`config.mk`:
```
export PLATFORM = sky130hd
export DESIGN_NAME = camera_pixel_to_rgba_unit
export DESIGN_NICKNAME = d
export VERILOG_FILES = /design/src/rtl/core/cpr_pkg.sv /design/src/rtl/core/cpr_regs.sv /design/src/rtl/core/cpr_convert.sv /design/src/rtl/core/camera_pixel_to_rgba_unit.sv
export SDC_FILE = /design/constraint.sdc
export NUM_CORES = 1
export LEC_CHECK = 0
export ABC_AREA = 0
export BUFFER_PORTS_ARGS = -buffer_cell sky130_fd_sc_hd__buf_2
export CAP_MARGIN = 20
export CORE_UTILIZATION = 45
export CTS_BUF_LIST = sky130_fd_sc_hd__clkbuf_8
export CTS_CLUSTER_DIAMETER = 30
export DETAILED_ROUTE_END_ITERATION = 10
export SYNTH_ARGS = -nofsm -noshare
export SYNTH_HDL_FRONTEND = slang
export SYNTH_SLANG_ARGS = --single-unit
```
`constraint.sdc`:
```
create_clock -name clk -period 17.7 [get_ports clk]
set_clock_uncertainty 0.1 [all_clocks]
set_input_delay 0 -clock clk [delete_from_list [all_inputs] [get_ports clk]]
set_output_delay 0 -clock clk [all_outputs]
set_load 0.02 [all_outputs]
```
`src/rtl/core/cpr_pkg.sv`:
```
`default_nettype none
// ----------------------------------------------------------------------------
// cpr_pkg
// Shared types, codes and channel widening functions for the camera pixel
// to RGBA unit.
// ----------------------------------------------------------------------------
package cpr_pkg;

  localparam int DIM_W    = 12;
  localparam int COUNT_W  = 24;
  localparam int PIX_W    = 2 * DIM_W;
  localparam int ADDR_W   = 4;
  localparam int DATA_W   = 32;
  localparam int MAX_DIM  = 2048;

  localparam logic [COUNT_W-1:0] COUNT_CAP = {COUNT_W{1'b1}};

  // pixel format codes
  localparam logic [1:0] FMT_RGB565 = 2'd0;
  localparam logic [1:0] FMT_YUV422 = 2'd1;
  localparam logic [1:0] FMT_UNSUP  = 2'd2;
  localparam logic [1:0] FMT_GRAY   = 2'd3;

  // frame status codes
  localparam logic [1:0] ST_OK      = 2'd0;
  localparam logic [1:0] ST_SHORT   = 2'd1;
  localparam logic [1:0] ST_BAD_DIM = 2'd2;
  localparam logic [1:0] ST_BAD_FMT = 2'd3;

  // register indexes
  localparam logic [1:0] REG_FORMAT = 2'd0;
  localparam logic [1:0] REG_WIDTH  = 2'd1;
  localparam logic [1:0] REG_HEIGHT = 2'd2;

  localparam logic [1:0] FMT_RESET = FMT_GRAY;
  localparam logic [7:0] ALPHA_FULL = 8'hFF;

  typedef struct packed {
    logic [1:0]       fmt;
    logic [DIM_W-1:0] width;
    logic [DIM_W-1:0] height;
  } cfg_t;

  // x*255/31 truncated, as 8x + floor(7x/31)
  function automatic logic [7:0] widen5(input logic [4:0] x);
    logic [7:0] p7;
    logic [2:0] k;
    p7 = 8'(x) * 8'd7;
    k  = 3'd0;
    for (int j = 1; j <= 7; j++) begin
      if (p7 >= 8'(31 * j)) k = k + 3'd1;
    end
    return {x, 3'b000} + 8'(k);
  endfunction

  // x*255/63 truncated, as 4x + floor(x/21)
  function automatic logic [7:0] widen6(input logic [5:0] x);
    logic [1:0] k;
    k = 2'd0;
    for (int j = 1; j <= 3; j++) begin
      if (x >= 6'(21 * j)) k = k + 2'd1;
    end
    return {x, 2'b00} + 8'(k);
  endfunction

endpackage
`default_nettype wire

```
`src/rtl/core/cpr_regs.sv`:
```
`default_nettype none
// ----------------------------------------------------------------------------
// cpr_regs
// APB-style register file holding pixel format and frame dimensions.
// ----------------------------------------------------------------------------
module cpr_regs (
  input  wire logic                        clk,
  input  wire logic                        rst,
  input  wire logic                        psel,
  input  wire logic                        penable,
  input  wire logic                        pwrite,
  input  wire logic [cpr_pkg::ADDR_W-1:0]  paddr,
  input  wire logic [cpr_pkg::DATA_W-1:0]  pwdata,
  output logic      [cpr_pkg::DATA_W-1:0]  prdata,
  output logic                             pready,
  output cpr_pkg::cfg_t                    cfg
);

  logic       wr_en;
  logic [1:0] idx;

  assign pready = 1'b1;
  assign wr_en  = psel && penable && pwrite;
  assign idx    = paddr[3:2];

  always_ff @(posedge clk) begin
    if (rst) begin
      cfg.fmt    <= cpr_pkg::FMT_RESET;
      cfg.width  <= '0;
      cfg.height <= '0;
    end else if (wr_en) begin
      case (idx)
        cpr_pkg::REG_FORMAT: cfg.fmt    <= pwdata[1:0];
        cpr_pkg::REG_WIDTH:  cfg.width  <= pwdata[cpr_pkg::DIM_W-1:0];
        cpr_pkg::REG_HEIGHT: cfg.height <= pwdata[cpr_pkg::DIM_W-1:0];
        default: ;
      endcase
    end
  end

  always_comb begin
    case (idx)
      cpr_pkg::REG_FORMAT: prdata = {30'd0, cfg.fmt};
      cpr_pkg::REG_WIDTH:  prdata = {20'd0, cfg.width};
      cpr_pkg::REG_HEIGHT: prdata = {20'd0, cfg.height};
      default:             prdata = '0;
    endcase
  end

endmodule
`default_nettype wire

```
`src/rtl/core/cpr_convert.sv`:
```
`default_nettype none
// ----------------------------------------------------------------------------
// cpr_convert
// Frame byte counter, RGB565 low byte hold, pixel conversion, frame status
// and the result register.
// ----------------------------------------------------------------------------
module cpr_convert (
  input  wire logic          clk,
  input  wire logic          rst,
  input  wire cpr_pkg::cfg_t cfg,
  input  wire logic          src_valid,
  input  wire logic [7:0]    src_byte,
  input  wire logic          src_last,
  output logic               take,
  output logic               result_valid,
  input  wire logic          result_stall,
  output logic               pixel_valid,
  output logic [7:0]         red,
  output logic [7:0]         green,
  output logic [7:0]         blue,
  output logic               frame_done,
  output logic [1:0]         frame_status
);

  logic [cpr_pkg::COUNT_W-1:0] frame_bytes;
  logic [7:0]                  held_low_byte;

  logic                        dims_ok;
  logic [cpr_pkg::PIX_W-1:0]   pix_raw;
  logic [cpr_pkg::PIX_W-1:0]   pixels;
  logic                        cnt_live;
  logic                        in_frame_gray;
  logic                        in_frame_pair;
  logic [cpr_pkg::COUNT_W-1:0] count_inc;
  logic [cpr_pkg::PIX_W:0]     need;
  logic [15:0]                 packed565;
  logic                        pix_v;
  logic [7:0]                  r_c, g_c, b_c;
  logic                        hold_en;
  logic [1:0]                  status_c;

  assign take = src_valid && (!result_valid || !result_stall);

  assign dims_ok = (cfg.width != '0) && (cfg.height != '0) &&
                   ({1'b0, cfg.width}  <= 13'(cpr_pkg::MAX_DIM)) &&
                   ({1'b0, cfg.height} <= 13'(cpr_pkg::MAX_DIM));
  assign pix_raw = cpr_pkg::PIX_W'(cfg.width) * cpr_pkg::PIX_W'(cfg.height);
  assign pixels  = dims_ok ? pix_raw : '0;

  assign cnt_live      = frame_bytes != cpr_pkg::COUNT_CAP;
  assign in_frame_gray = frame_bytes < pixels;
  assign in_frame_pair = {1'b0, frame_bytes[cpr_pkg::COUNT_W-1:1]} < pixels;
  assign count_inc     = cnt_live ? frame_bytes + 1'b1 : frame_bytes;
  assign need          = (cfg.fmt == cpr_pkg::FMT_GRAY) ? {1'b0, pixels}
                                                        : {pixels, 1'b0};
  assign packed565     = {src_byte, held_low_byte};

  always_comb begin
    pix_v   = 1'b0;
    r_c     = '0;
    g_c     = '0;
    b_c     = '0;
    hold_en = 1'b0;
    if (dims_ok && cnt_live) begin
      case (cfg.fmt)
        cpr_pkg::FMT_GRAY: begin
          if (in_frame_gray) begin
            pix_v = 1'b1;
            r_c   = src_byte;
            g_c   = src_byte;
            b_c   = src_byte;
          end
        end
        cpr_pkg::FMT_RGB565: begin
          if (!frame_bytes[0]) begin
            hold_en = 1'b1;
          end else if (in_frame_pair) begin
            pix_v = 1'b1;
            r_c   = cpr_pkg::widen5(packed565[15:11]);
            g_c   = cpr_pkg::widen6(packed565[10:5]);
            b_c   = cpr_pkg::widen5(packed565[4:0]);
          end
        end
        cpr_pkg::FMT_YUV422: begin
          if (!frame_bytes[0] && in_frame_pair) begin
            pix_v = 1'b1;
            r_c   = src_byte;
            g_c   = src_byte;
            b_c   = src_byte;
          end
        end
        default: ;
      endcase
    end
  end

  always_comb begin
    if (!dims_ok) begin
      status_c = cpr_pkg::ST_BAD_DIM;
    end else if (cfg.fmt == cpr_pkg::FMT_UNSUP) begin
      status_c = cpr_pkg::ST_BAD_FMT;
    end else if ({1'b0, count_inc} < need) begin
      status_c = cpr_pkg::ST_SHORT;
    end else begin
      status_c = cpr_pkg::ST_OK;
    end
  end

  always_ff @(posedge clk) begin
    if (rst) begin
      result_valid  <= 1'b0;
      frame_bytes   <= '0;
      held_low_byte <= '0;
    end else begin
      if (take) begin
        result_valid <= 1'b1;
      end else if (!result_stall) begin
        result_valid <= 1'b0;
      end
      if (take) begin
        if (src_last) begin
          frame_bytes   <= '0;
          held_low_byte <= '0;
        end else begin
          frame_bytes <= count_inc;
          if (hold_en) held_low_byte <= src_byte;
        end
      end
    end
  end

  always_ff @(posedge clk) begin
    if (take) begin
      pixel_valid  <= pix_v;
      red          <= r_c;
      green        <= g_c;
      blue         <= b_c;
      frame_done   <= src_last;
      frame_status <= src_last ? status_c : cpr_pkg::ST_OK;
    end
  end

  // status only accompanies the final byte of a frame
  a_status_on_done: assert property (@(posedge clk) disable iff (rst)
    result_valid && !frame_done |-> frame_status == cpr_pkg::ST_OK)
    else $error("frame status set without frame done");

  // channels are blank when no pixel is carried
  a_blank_no_pixel: assert property (@(posedge clk) disable iff (rst)
    result_valid && !pixel_valid |-> red == 8'd0 && green == 8'd0 && blue == 8'd0)
    else $error("channel data without pixel");

  // the frame counter restarts after the final byte
  a_count_restart: assert property (@(posedge clk) disable iff (rst)
    take && src_last |=> frame_bytes == '0 && held_low_byte == 8'd0)
    else $error("byte count not cleared at frame end");

  // the counter moves by one step per byte at most
  a_count_step: assert property (@(posedge clk) disable iff (rst)
    take && !src_last && cnt_live |=> frame_bytes == $past(frame_bytes) + 1'b1)
    else $error("byte count step wrong");

  // a result is not replaced while the consumer stalls it
  a_result_hold: assert property (@(posedge clk) disable iff (rst)
    result_valid && result_stall |=> result_valid && $stable(frame_done))
    else $error("stalled result lost");

endmodule
`default_nettype wire

```
`src/rtl/core/camera_pixel_to_rgba_unit.sv`:
```
`default_nettype none
// ----------------------------------------------------------------------------
// camera_pixel_to_rgba_unit
// Converts a camera frame payload, one byte per request, into RGBA pixels.
//
// Every accepted byte gives exactly one result request, so the unit sustains
// one byte per clock while the output is not stalled. A byte passes an input
// register and then the result register. The loop that sets the rate is the
// frame byte counter and the held RGB565 low byte, updated as each byte moves
// into the result register. Grayscale copies the byte to red, green and blue;
// RGB565 joins two bytes low first and widens each channel to 8 bits; YUV422
// shows the luma bytes only. Alpha is always full. The result for the byte
// marked last carries frame done and the frame status; pixels from a frame
// whose status is not ok are to be discarded.
// Registers: pixel format at 0x0, frame width at 0x4, frame height at 0x8;
// the user is to write them only while the unit holds no request, which the
// unit itself does not enforce.
// ----------------------------------------------------------------------------
module camera_pixel_to_rgba_unit (
  input  wire logic                        clk,
  input  wire logic                        rst,
  input  wire logic                        psel,
  input  wire logic                        penable,
  input  wire logic                        pwrite,
  input  wire logic [cpr_pkg::ADDR_W-1:0]  paddr,
  input  wire logic [cpr_pkg::DATA_W-1:0]  pwdata,
  output logic      [cpr_pkg::DATA_W-1:0]  prdata,
  output logic                             pready,
  input  wire logic                        byte_valid,
  output logic                             byte_stall,
  input  wire logic [7:0]                  data_byte,
  input  wire logic                        byte_last,
  output logic                             result_valid,
  input  wire logic                        result_stall,
  output logic                             pixel_valid,
  output logic [7:0]                       red,
  output logic [7:0]                       green,
  output logic [7:0]                       blue,
  output logic [7:0]                       alpha,
  output logic                             frame_done,
  output logic [1:0]                       frame_status
);

  cpr_pkg::cfg_t cfg;

  logic       in_valid;
  logic [7:0] in_byte;
  logic       in_last;
  logic       take;
  logic       accept;

  assign byte_stall = in_valid && !take;
  assign accept     = byte_valid && !byte_stall;
  assign alpha      = cpr_pkg::ALPHA_FULL;

  // input register
  always_ff @(posedge clk) begin
    if (rst) begin
      in_valid <= 1'b0;
    end else if (accept) begin
      in_valid <= 1'b1;
    end else if (take) begin
      in_valid <= 1'b0;
    end
  end

  always_ff @(posedge clk) begin
    if (accept) begin
      in_byte <= data_byte;
      in_last <= byte_last;
    end
  end

  cpr_regs u_regs (
    .clk     (clk),
    .rst     (rst),
    .psel    (psel),
    .penable (penable),
    .pwrite  (pwrite),
    .paddr   (paddr),
    .pwdata  (pwdata),
    .prdata  (prdata),
    .pready  (pready),
    .cfg     (cfg)
  );

  cpr_convert u_convert (
    .clk          (clk),
    .rst          (rst),
    .cfg          (cfg),
    .src_valid    (in_valid),
    .src_byte     (in_byte),
    .src_last     (in_last),
    .take         (take),
    .result_valid (result_valid),
    .result_stall (result_stall),
    .pixel_valid  (pixel_valid),
    .red          (red),
    .green        (green),
    .blue         (blue),
    .frame_done   (frame_done),
    .frame_status (frame_status)
  );

endmodule
`default_nettype wire
```
==> impl_metrics.py, run 1 <==
metrics = {
    "pwr": {
        "p_per_area_mw_per_mm2": 37.8,
        "switching_share": 0.346,
        "intPower_mw": 0.339,
        "switching_power_mw": 0.179,
        "combPwrFrac": 0.224,
        "p_total_mw": 0.519,
        "p_seq_frac": 0.472,
        "p_clk_frac": 0.304,
        "peakVddDrop_mv": 0.0353,
        "p_leak_nw": 6.71,
    },
    "global_route": {
        "grt_max_degree": 61,
        "grt_antenna_before_repair": 0,
        "grtUsageTotal": 0.228,
        "grt_pass1_vias": 10100,
        "overflow": 0,
        "grt_pass1_wl_um": 52000,
    },
    "clock_tree": {
        "cts_sinks": 97,
        "clkTransAtPathRegs_ns": 0.12,
        "insertion_delay_ns": 0.41,
        "cts_made_buffers": 9,
        "clockBufferDepth": 2,
        "cts_max_level": 3,
        "cts_tree": "built",
        "cts.repair.resized": 0,
        "cts_root_buf": "clkbuf_8",
    },
    "route": {
        "routedWlPerCell_um": 16.5,
        "routed_via_density": 5.45,
        "drc": 0,
        "finalWirelength_um": 31800,
        "vias": 10500,
        "drt-pass1-iter-count": 6,
        "drt-initial-drc-count": 727,
        "ant_nets": 0,
    },
    "floorplan": {
        "start_util": 0.458,
        "io_pins": 123,
        "die_w_um": 170,
        "core-area_mm2": 0.0278,
        "fp.dieH_um": 170,
        "die-area_mm2": 0.0290,
        "fp-row-count": 61,
    },
    "layout": {
        "antenna-diode-count": 0,
        "drive_above_1_share": 0.0747,
        "nNetsFinal": 1875,
        "final.fill_count": 2715,
        "fin_cells": 1931,
        "syn_to_final_growth_pct": 7.82,
    },
    "logic_synthesis": {
        "synth_area_leaders": "fa_1, ha_1, dfxtp_1, edfxtp_1, nand2_1",
        "synth_seq_cells": 97,
        "synthCells": 1498,
        "ys_seq_area_frac": 0.182,
        "synth_top_area_cell": "fa_1",
        "yosysTopAreaCellShare": 0.173,
        "synth_flop_cell": "dfxtp_1",
        "async_flop_share": 0,
        "ys_warn_count": 0,
        "ys_types": 67,
        "synth_edf_count": 37,
        "avgSynthCellArea_um2": 8.50,
        "syn_area_mm2": 0.0127,
    },
    "worst_setup_path": {
        "worst-path-max-fanout": 15,
        "cpMostUsedCell": "fa_1",
        "crit_buf_inv": 3,
        "cp_slowest_cell": "dfxtp_1",
        "crit_path_end_kind": "flip-flop",
        "path_class": "flip-flop to flip-flop",
        "worstPathArrival_ns": 8.34,
        "cp_top_family": "adder cells",
        "critPathLaunchType": "flip-flop",
        "critPathRequiredTime_ns": 17.72,
        "cp_slowest_stage_delay_ns": 0.83,
    },
    "run": {
        "drv_cap": 0,
    },
    "sta": {
        "max_freq_mhz": 120,
        "period_minus_slack_ns": 8.32,
        "max_slew_margin": 0.298,
        "fin_crit_sh": 0.470,
        "hold_violations": 0,
        "rsz0062_at_grt": "false",
        "worst_pin_slew_ns": 1.05,
        "finalSetupTns_ns": 0,
        "slew_viol_final": 0,
        "setup_viol": 0,
    },
    "hold_path": {
        "hp-class": "primary input to flip-flop",
    },
    "placement": {
        "io_buffers": 71,
        "dp.cells": 1886,
        "place.gp.congestion": 0.873,
        "hpwl_um": 23800,
    },
    "outcome": {
        "outcome": "finished clean",
    },
}
## cells in the mapped netlist, types with 11 or more instances
library cell  number
a21o_1            35
a21oi_1           88
o21ai_0           37
dfxtp_1           60
ha_1             165
a22oi_1           24
nor3_1            14
nand4_1           17
and2_1            67
clkbuf_1          56
fa_1             110
nand3_1           21
nand2b_1          11
inv_1            165
a31oi_1           21
o21a_1            13
xnor2_1           40
edfxtp_1          37
xor2_1            23
and3_1            18
nand2_1          196
a22o_1            28
nor2_1           100
buf_4             30
## sequential cells by signal, summed over array words and instances (netlist names)
register and flops:
in_byte 8, in_last 1, in_valid 1, u_convert.blue 8, u_convert.frame_bytes 24, u_convert.frame_done 1
u_convert.frame_status 2, u_convert.green 8, u_convert.held_low_byte 8, u_convert.pixel_valid 1, u_convert.red 8, u_convert.result_valid 1
u_regs.cfg 26
## per-layer routing
| metal | up-vias | wire length (um) | global-route usage |
|---|---|---|---|
| li1 | 5122 | - | - |
| met1 | 5109 | 14500 | 0.304 |
| met2 | 270 | 15300 | 0.396 |
| met3 | 31 | 1470 | 0.0240 |
| met4 | 0 | 450 | 0.0490 |
| met5 | - | 0 | 0 |
## power by group through the flow
stage | Combinational [mW] | Clock [mW] | Sequential [mW]
after floorplan | 0.0880 | 0 | 0.248
after global placement | 0.109 | 0 | 0.250
after detailed placement | 0.112 | 0 | 0.250
after CTS | 0.117 | 0.162 | 0.245
after global routing | 0.130 | 0.169 | 0.246
final | 0.116 | 0.158 | 0.245
## through the flow
step	utilization	setup slack, ns	cell area, um2	hold WS, ns
after floorplan	-	10.48	12800	-0.00113
after global placement	0.476	9.48	13200	0.0799
after detailed placement	0.476	9.46	13200	0.0792
after CTS	0.494	9.38	13700	0.0632
after global routing	0.494	8.86	13700	0.128
final	0.494	9.38	13700	0.0916
## logic make-up after synthesis
kind of cell / Yosys count / share of synthesized area
AOI/OAI and AO/OA: 301 / 0.159
xor gates and xnor gates: 64 / 0.0451
adders and majority gates: 275 / 0.335
buffers and inverters: 260 / 0.0870
DFF: 97 / 0.182
muxes: 13 / 0.0108
other: 2 / 0.000590
and+or+nand+nor: 486 / 0.181
## worst register-to-register path: cells and delay by family (launching register included)
family | cells | cell delay (ns)
compound gates | 8 | 2.07
xor+xnor | 1 | 0.20
fa+ha+maj | 7 | 3.31
buf+inv | 3 | 0.17
flops | 1 | 0.83
simple gates | 7 | 1.40
## worst paths after layout
path                            slack [ns]          start                      to  depth (start not counted)
worst max-delay path                  9.38  u_regs.cfg[5]        u_convert.red[7]                         26
worst max register to register        9.38  u_regs.cfg[5]        u_convert.red[7]                         26
worst min-delay path                  0.09        penable          u_regs.cfg[24]                          5
worst min register to register        0.42       in_valid  u_convert.result_valid                          2
## what timing repair did
action,in CTS,in global routing
endpoints found under the hold margin,37,0
hold buffers,28,0
buffers inserted,0,0
## cell type report
type	count	area, um2	share of cell area
clock buffer	9	124	0.00902
timing repair buffer	107	699	0.0510
clock inverter	7	86.3	0.00629
sequential	97	2310	0.168
tap	378	473	0.0345
multi-input combinational	1168	9410	0.686
inverter	165	619	0.0451
## placed cells by master (no fill, tap or decap), types with 5 or more instances in the layout
master         instances
or3_1                  6
buf_2                 71
ha_1                 165
nor4_1                 9
a21o_1                35
nand3_1               21
fa_1                 110
a211oi_1               8
xnor2_1               40
a22o_1                28
nand2_1              196
nor2b_1                9
a22oi_1               24
clkbuf_8               9
o21ai_0               37
o2111ai_1              5
buf_4                  7
o211ai_1               7
and2_1                67
inv_1                165
conb_1                29
dfxtp_1               60
o21a_1                13
a21oi_1               88
mux2i_1                7
xor2_1                23
nor3_1                14
and3_1                18
a31oi_1               21
nor2_1               100
mux2_2                 6
edfxtp_1              37
nand2b_1              11
nand4_1               17
dlygate4sd3_1         28
Power figures use the tool's default switching activity.
==> run 2: changes to the inputs <==
clock period = 8.27 ns   (was 17.7 ns; I/O delays follow)
==> run 2 against run 1 <==
  * Flip-flop and latch count unchanged
  * Non-clock buffer count grew 17
  * Sequential power is 110% higher
  * Worst setup slack worse by 9.0 ns
  * First-iteration DRC count decreased by 14%
  * Worst hold slack got worse by 0.035 ns
  * Sequential share of layout area fell by 0.093 points
  * Clock power up 120%
  * Combinational power up 120%
  * Largest cell class unchanged
  * Highest routed layer unchanged
==> impl_metrics.py, run 2 (synthesis gave the netlist of run 1 again) <==
metrics = {
    "outcome": {
        "outcome": "finished clean",
    },
    "layout": {
        "nNetsFinal": 1892,
        "final_cell_mix": "nand2_1, inv_1, ha_1, fa_1, nor2_1",
        "fin_area_mm2": 0.0139,
        "syn_to_final_growth_pct": 8.84,
        "final.fill_count": 2746,
        "regMostFlops": "u_regs.cfg",
        "largest_reg_flops": 26,
        "drive_above_1_share": 0.0904,
        "reg_top3": "u_regs.cfg (26), u_convert.frame_bytes (24)",
        "utilization": 0.499,
        "antenna-diode-count": 0,
        "final_common_cell": "nand2_1",
    },
    "floorplan": {
        "die-area_mm2": 0.0290,
        "io_pins": 123,
        "fp.dieH_um": 170,
        "fp-row-count": 61,
        "die_w_um": 170,
        "core-area_mm2": 0.0278,
        "start_util": 0.458,
    },
    "sta": {
        "fin_crit_sh": 0.954,
        "slew_viol_final": 0,
        "rsz0062_at_grt": "false",
        "worst_pin_slew_ns": 1.14,
        "max_slew_margin": 0.235,
        "setup_viol": 0,
        "max_freq_mhz": 127,
        "finalSetupTns_ns": 0,
        "hold_violations": 0,
        "period_minus_slack_ns": 7.89,
        "worst_slack_ns": 0.378,
    },
    "pwr": {
        "p_seq_frac": 0.463,
        "switching_power_mw": 0.397,
        "p_leak_nw": 6.79,
        "p_per_area_mw_per_mm2": 81.3,
        "peakVddDrop_mv": 0.0729,
        "switching_share": 0.353,
        "combPwrFrac": 0.225,
        "p_clk_frac": 0.311,
        "intPower_mw": 0.730,
    },
    "global_route": {
        "grt_max_degree": 61,
        "grt_pass1_wl_um": 52900,
        "grtUsageTotal": 0.232,
        "grt.busiest_layer": "met2",
        "grt.met2_usage": 0.397,
        "grt_antenna_before_repair": 1,
        "met3_usage": 0.0263,
        "grt_pass1_vias": 10400,
        "use_met1": 0.309,
        "overflow": 0,
    },
    "placement": {
        "hpwl_um": 24700,
        "pre_cts_slack_ns": 0.260,
        "place.gp.congestion": 0.877,
        "io_buffers": 71,
        "placed_cell_area_mm2": 0.0134,
    },
    "clock_tree": {
        "cts_root_buf": "clkbuf_8",
        "clkTransAtPathRegs_ns": 0.13,
        "cts_sinks": 97,
        "post_cts_buffers": 0,
        "cts_made_buffers": 9,
        "clockBufferDepth": 2,
        "insertion_delay_ns": 0.41,
        "cts_tree": "built",
        "cts_max_level": 3,
    },
    "worst_setup_path": {
        "timing.rr.end": "u_convert.blue[5]",
        "worst-path-max-fanout": 18,
        "critPathRequiredTime_ns": 8.34,
        "cpMostUsedCell": "fa_1",
        "crit_path_end_kind": "flip-flop",
        "crit_start": "u_regs.cfg[8]",
        "r2r-start": "u_regs.cfg[8]",
        "reg2regPathDepth": 28,
        "critPathLaunchType": "flip-flop",
        "path_class": "flip-flop to flip-flop",
        "worstSetupEndpoint": "u_convert.blue[5]",
        "worstPathArrival_ns": 7.96,
        "r2r_setup_slack_ns": 0.38,
        "cp_slowest_stage_delay_ns": 0.54,
        "cp_slowest_cell": "fa_1",
    },
    "route": {
        "drt-initial-drc-count": 624,
        "finalWirelength_um": 32100,
        "drc": 0,
        "routed_via_density": 5.44,
        "routedWlPerCell_um": 16.5,
        "drt-pass1-iter-count": 5,
        "vias": 10600,
        "ant_nets": 0,
    },
    "run": {
        "drv_cap": 0,
    },
    "hold_path": {
        "hp-class": "primary input to flip-flop",
        "hp-start": "pwrite",
    },
}
==> run 2: worst min-delay path by stage <==
stage,endpoint,slack (ns),cells after the start
detailed placement,in_last,0.08,1
finish,u_regs.cfg[12],0.06,5
global placement,in_byte[4],0.08,1
floorplan,in_byte[0],-0.001,0
CTS,u_regs.cfg[0],0.008,5
global route,u_regs.cfg[0],0.05,4
==> run 2: metrics by stage <==
stage / total power, mW / instances / hold slack, ns
after CTS: 1.14 / 1946 / 0.00791
after global placement: 0.769 / 1903 / 0.0780
after global routing: 1.18 / 1948 / 0.0482
final: 1.13 / 1948 / 0.0565
after detailed placement: 0.778 / 1903 / 0.0791
after floorplan: 0.719 / 1525 / -0.00113
==> run 2: area by class of cell <==
type                            instances  area [um2]  area share
Clock buffer                            9         124     0.00894
Clock inverter                          7        76.3     0.00551
Inverter                              165         619      0.0447
Multi-Input combinational cell       1168        9410       0.679
Sequential cell                        97        2320       0.168
Tap cell                              378         473      0.0341
Timing Repair Buffer                  124         828      0.0598
==> run 2: metal layers <==
layer | wire length, um | vias to the layer above
met4 | 597 | 0
met3 | 1350 | 34
met5 | 0 | -
met1 | 14900 | 5155
met2 | 15300 | 260
li1 | - | 5156
==> run 2: repair_timing <==
item                                   in CTS  in global routing
hold buffers                               27                  0
endpoints found under the hold margin      37                  0
resized for setup                           0                  8
setup endpoints to repair                   0                 21
==> run 2: worst max-delay path, delay by kind of cell, from the launching register on <==
kind	cells	cell delay, ns
AO/OA/AOI/OAI	8	1.69
buffers and inverters	5	0.41
adder cells (fa/ha/maj)	7	3.27
XOR/XNOR	1	0.19
AND/OR/NAND/NOR	7	1.49
flip-flops	1	0.49
==> run 2: power by group through the flow <==
stage	registers, mW	logic, mW	clock network, mW
finish	0.522	0.254	0.351
CTS	0.522	0.256	0.361
detailed placement	0.533	0.246	0
floorplan	0.531	0.188	0
global placement	0.533	0.236	0
global route	0.524	0.280	0.375
==> run 3: changes to the inputs <==
BUFFER_PORTS_ARGS = -buffer_cell sky130_fd_sc_hd__buf_4   (was -buffer_cell sky130_fd_sc_hd__buf_2)
==> run 3 against run 2 <==
  * The flow now finishes with violations (negative hold slack)
  * Final area increased by 1.7%
  * Clock power increased by 4%
  * Global-route usage is 0.17 points lower
  * Register-to-register slack worse by 0.05 ns
  * Flip-flop and latch count unchanged
  * Maximum frequency fell by 0.62%
==> impl_metrics.py, run 3 (synthesis gave the netlist of run 1 again) <==
metrics = {
    "outcome": {
        "outcome": "finished, violations left",
        "failed_checks": "negative hold slack",
    },
    "worst_setup_path": {
        "crit_buf_inv": 4,
        "critPathLaunchType": "flip-flop",
        "reg2regPathDepth": 27,
        "r2r-start": "u_regs.cfg[16]",
        "cp_slowest_cell": "dfxtp_1",
        "cpMostUsedCell": "fa_1",
        "crit_path_end_kind": "flip-flop",
        "critPathRequiredTime_ns": 8.34,
        "cp_top_family": "adder cells",
        "worstPathArrival_ns": 8.01,
        "crit_cells": 27,
        "crit_start": "u_regs.cfg[16]",
        "worst-path-max-fanout": 19,
        "path_class": "flip-flop to flip-flop",
        "cp_slowest_stage_delay_ns": 0.78,
    },
    "floorplan": {
        "fp-row-count": 61,
        "io_pins": 123,
        "die-area_mm2": 0.0290,
        "die_w_um": 170,
        "fp.dieH_um": 170,
        "core-area_mm2": 0.0278,
        "start_util": 0.458,
    },
    "sta": {
        "hold_violations": 2,
        "max_freq_mhz": 126,
        "worst_slack_ns": 0.329,
        "period_minus_slack_ns": 7.94,
        "fin_crit_sh": 0.960,
        "whs_ns": -0.00468,
        "setup_viol": 0,
        "max_slew_margin": 0.292,
        "worst_pin_slew_ns": 1.06,
        "slew_viol_final": 0,
    },
    "hold_path": {
        "hp-class": "primary input to flip-flop",
        "whs_path_depth": 2,
        "hp-start": "rst",
    },
    "clock_tree": {
        "cts_made_buffers": 9,
        "cts_root_buf": "clkbuf_8",
        "clockBufferDepth": 2,
        "cts_tree": "built",
        "cts_max_level": 3,
        "insertion_delay_ns": 0.41,
        "clkTransAtPathRegs_ns": 0.14,
        "cts_sinks": 97,
    },
    "placement": {
        "place.gp.congestion": 0.872,
        "dp.cells": 1907,
        "io_buffers": 71,
        "pre_cts_slack_ns": 0.191,
        "hpwl_um": 24800,
    },
    "route": {
        "routedWlPerCell_um": 16.4,
        "drt-initial-drc-count": 698,
        "drc": 0,
        "drt-pass1-iter-count": 5,
        "ant_nets": 0,
        "finalWirelength_um": 32000,
        "routed_via_density": 5.43,
        "vias": 10600,
    },
    "global_route": {
        "grt_pass1_wl_um": 52600,
        "grt_pass1_vias": 10300,
        "overflow": 0,
        "grt_max_degree": 61,
        "grt_antenna_before_repair": 0,
        "grtUsageTotal": 0.230,
    },
    "layout": {
        "syn_to_final_growth_pct": 10.7,
        "regMostFlops": "u_regs.cfg",
        "fin_cells": 1953,
        "final_common_cell": "nand2_1",
        "largest_reg_flops": 26,
        "nNetsFinal": 1897,
        "reg_top3": "u_regs.cfg (26), u_convert.frame_bytes (24)",
        "final.fill_count": 2718,
        "antenna-diode-count": 0,
        "final_cell_mix": "nand2_1, inv_1, ha_1, fa_1",
        "drive_above_1_share": 0.0902,
    },
    "pwr": {
        "p_per_area_mw_per_mm2": 81.5,
        "p_leak_nw": 6.89,
        "peakVddDrop_mv": 0.0684,
    },
    "run": {
        "drv_cap": 0,
    },
}
run 3: worst register-to-register path, cell delays in order (launching register included):
cell and delay (ns):
dfxtp_1 0.78, nand2_1 0.17, fa_1 0.48, fa_1 0.47, fa_1 0.49, inv_1 0.05
fa_1 0.52, inv_1 0.05, fa_1 0.53, inv_1 0.05, ha_1 0.37, o21a_1 0.15
o21a_1 0.16, a221o_1 0.40, o2111ai_1 0.27, nand2_1 0.13, a21o_1 0.19, a21oi_1 0.16
xnor2_1 0.19, nand2_1 0.13, ha_1 0.32, nand4_1 0.14, nor4_1 0.51, o311ai_1 0.18
nand2_1 0.16, o41ai_4 0.11, buf_12 0.17, a22o_1 0.24
run 3: path summary, 6_finish.rpt:
check	to	slack, ns
worst min register to register	u_convert.result_valid	0.42
worst max register to register	u_convert.green[6]	0.33
worst min-delay path	u_regs.cfg[15]	-0.005
worst max-delay path	u_convert.green[6]	0.33
run 3: through the flow:
stage | total power [mW] | util | TNS [ns] | area, um2
2_1_floorplan | 0.719 | - | 0 | 12800
3_3_place_gp | 0.779 | 0.488 | 0 | 13600
3_5_place_dp | 0.786 | 0.488 | 0 | 13600
4_1_cts | 1.16 | 0.506 | 0 | 14000
5_1_grt | 1.21 | 0.507 | -0.00206 | 14100
6_report | 1.15 | 0.507 | 0 | 14100
run 3: layer usage:
metal | up-vias | wire, um | track usage | part of all wire
met5 | - | 0 | 0 | 0
met4 | 0 | 743 | 0.0768 | 0.023
met3 | 34 | 1430 | 0.0279 | 0.044
met2 | 269 | 15200 | 0.384 | 0.47
met1 | 5143 | 14700 | 0.308 | 0.46
li1 | 5160 | - | - | -
run 3: what timing repair did:
item	CTS	global route
hold endpoints to repair	37	0
hold buffers	27	0
setup buffers	0	1
gates resized for setup	0	3
setup endpoints to repair	0	20
run 3: cell type report:
type                       instances  area (um2)  share of cell area
clock buffer                       9         124             0.00879
clock inverter                     7        93.8             0.00666
inverter                         165         619              0.0440
multi-input combinational       1168        9410               0.668
sequential                        97        2310               0.164
tap                              378         473              0.0336
timing repair buffer             129        1050              0.0744
run 3: power by group:
part           leakage, nW  switching, mW  internal (mW)  total, mW
Clock                0.110          0.235          0.129      0.364
Sequential           0.836         0.0156          0.506      0.522
Combinational         5.95          0.153          0.109      0.262
Total                 6.89          0.403          0.744       1.15
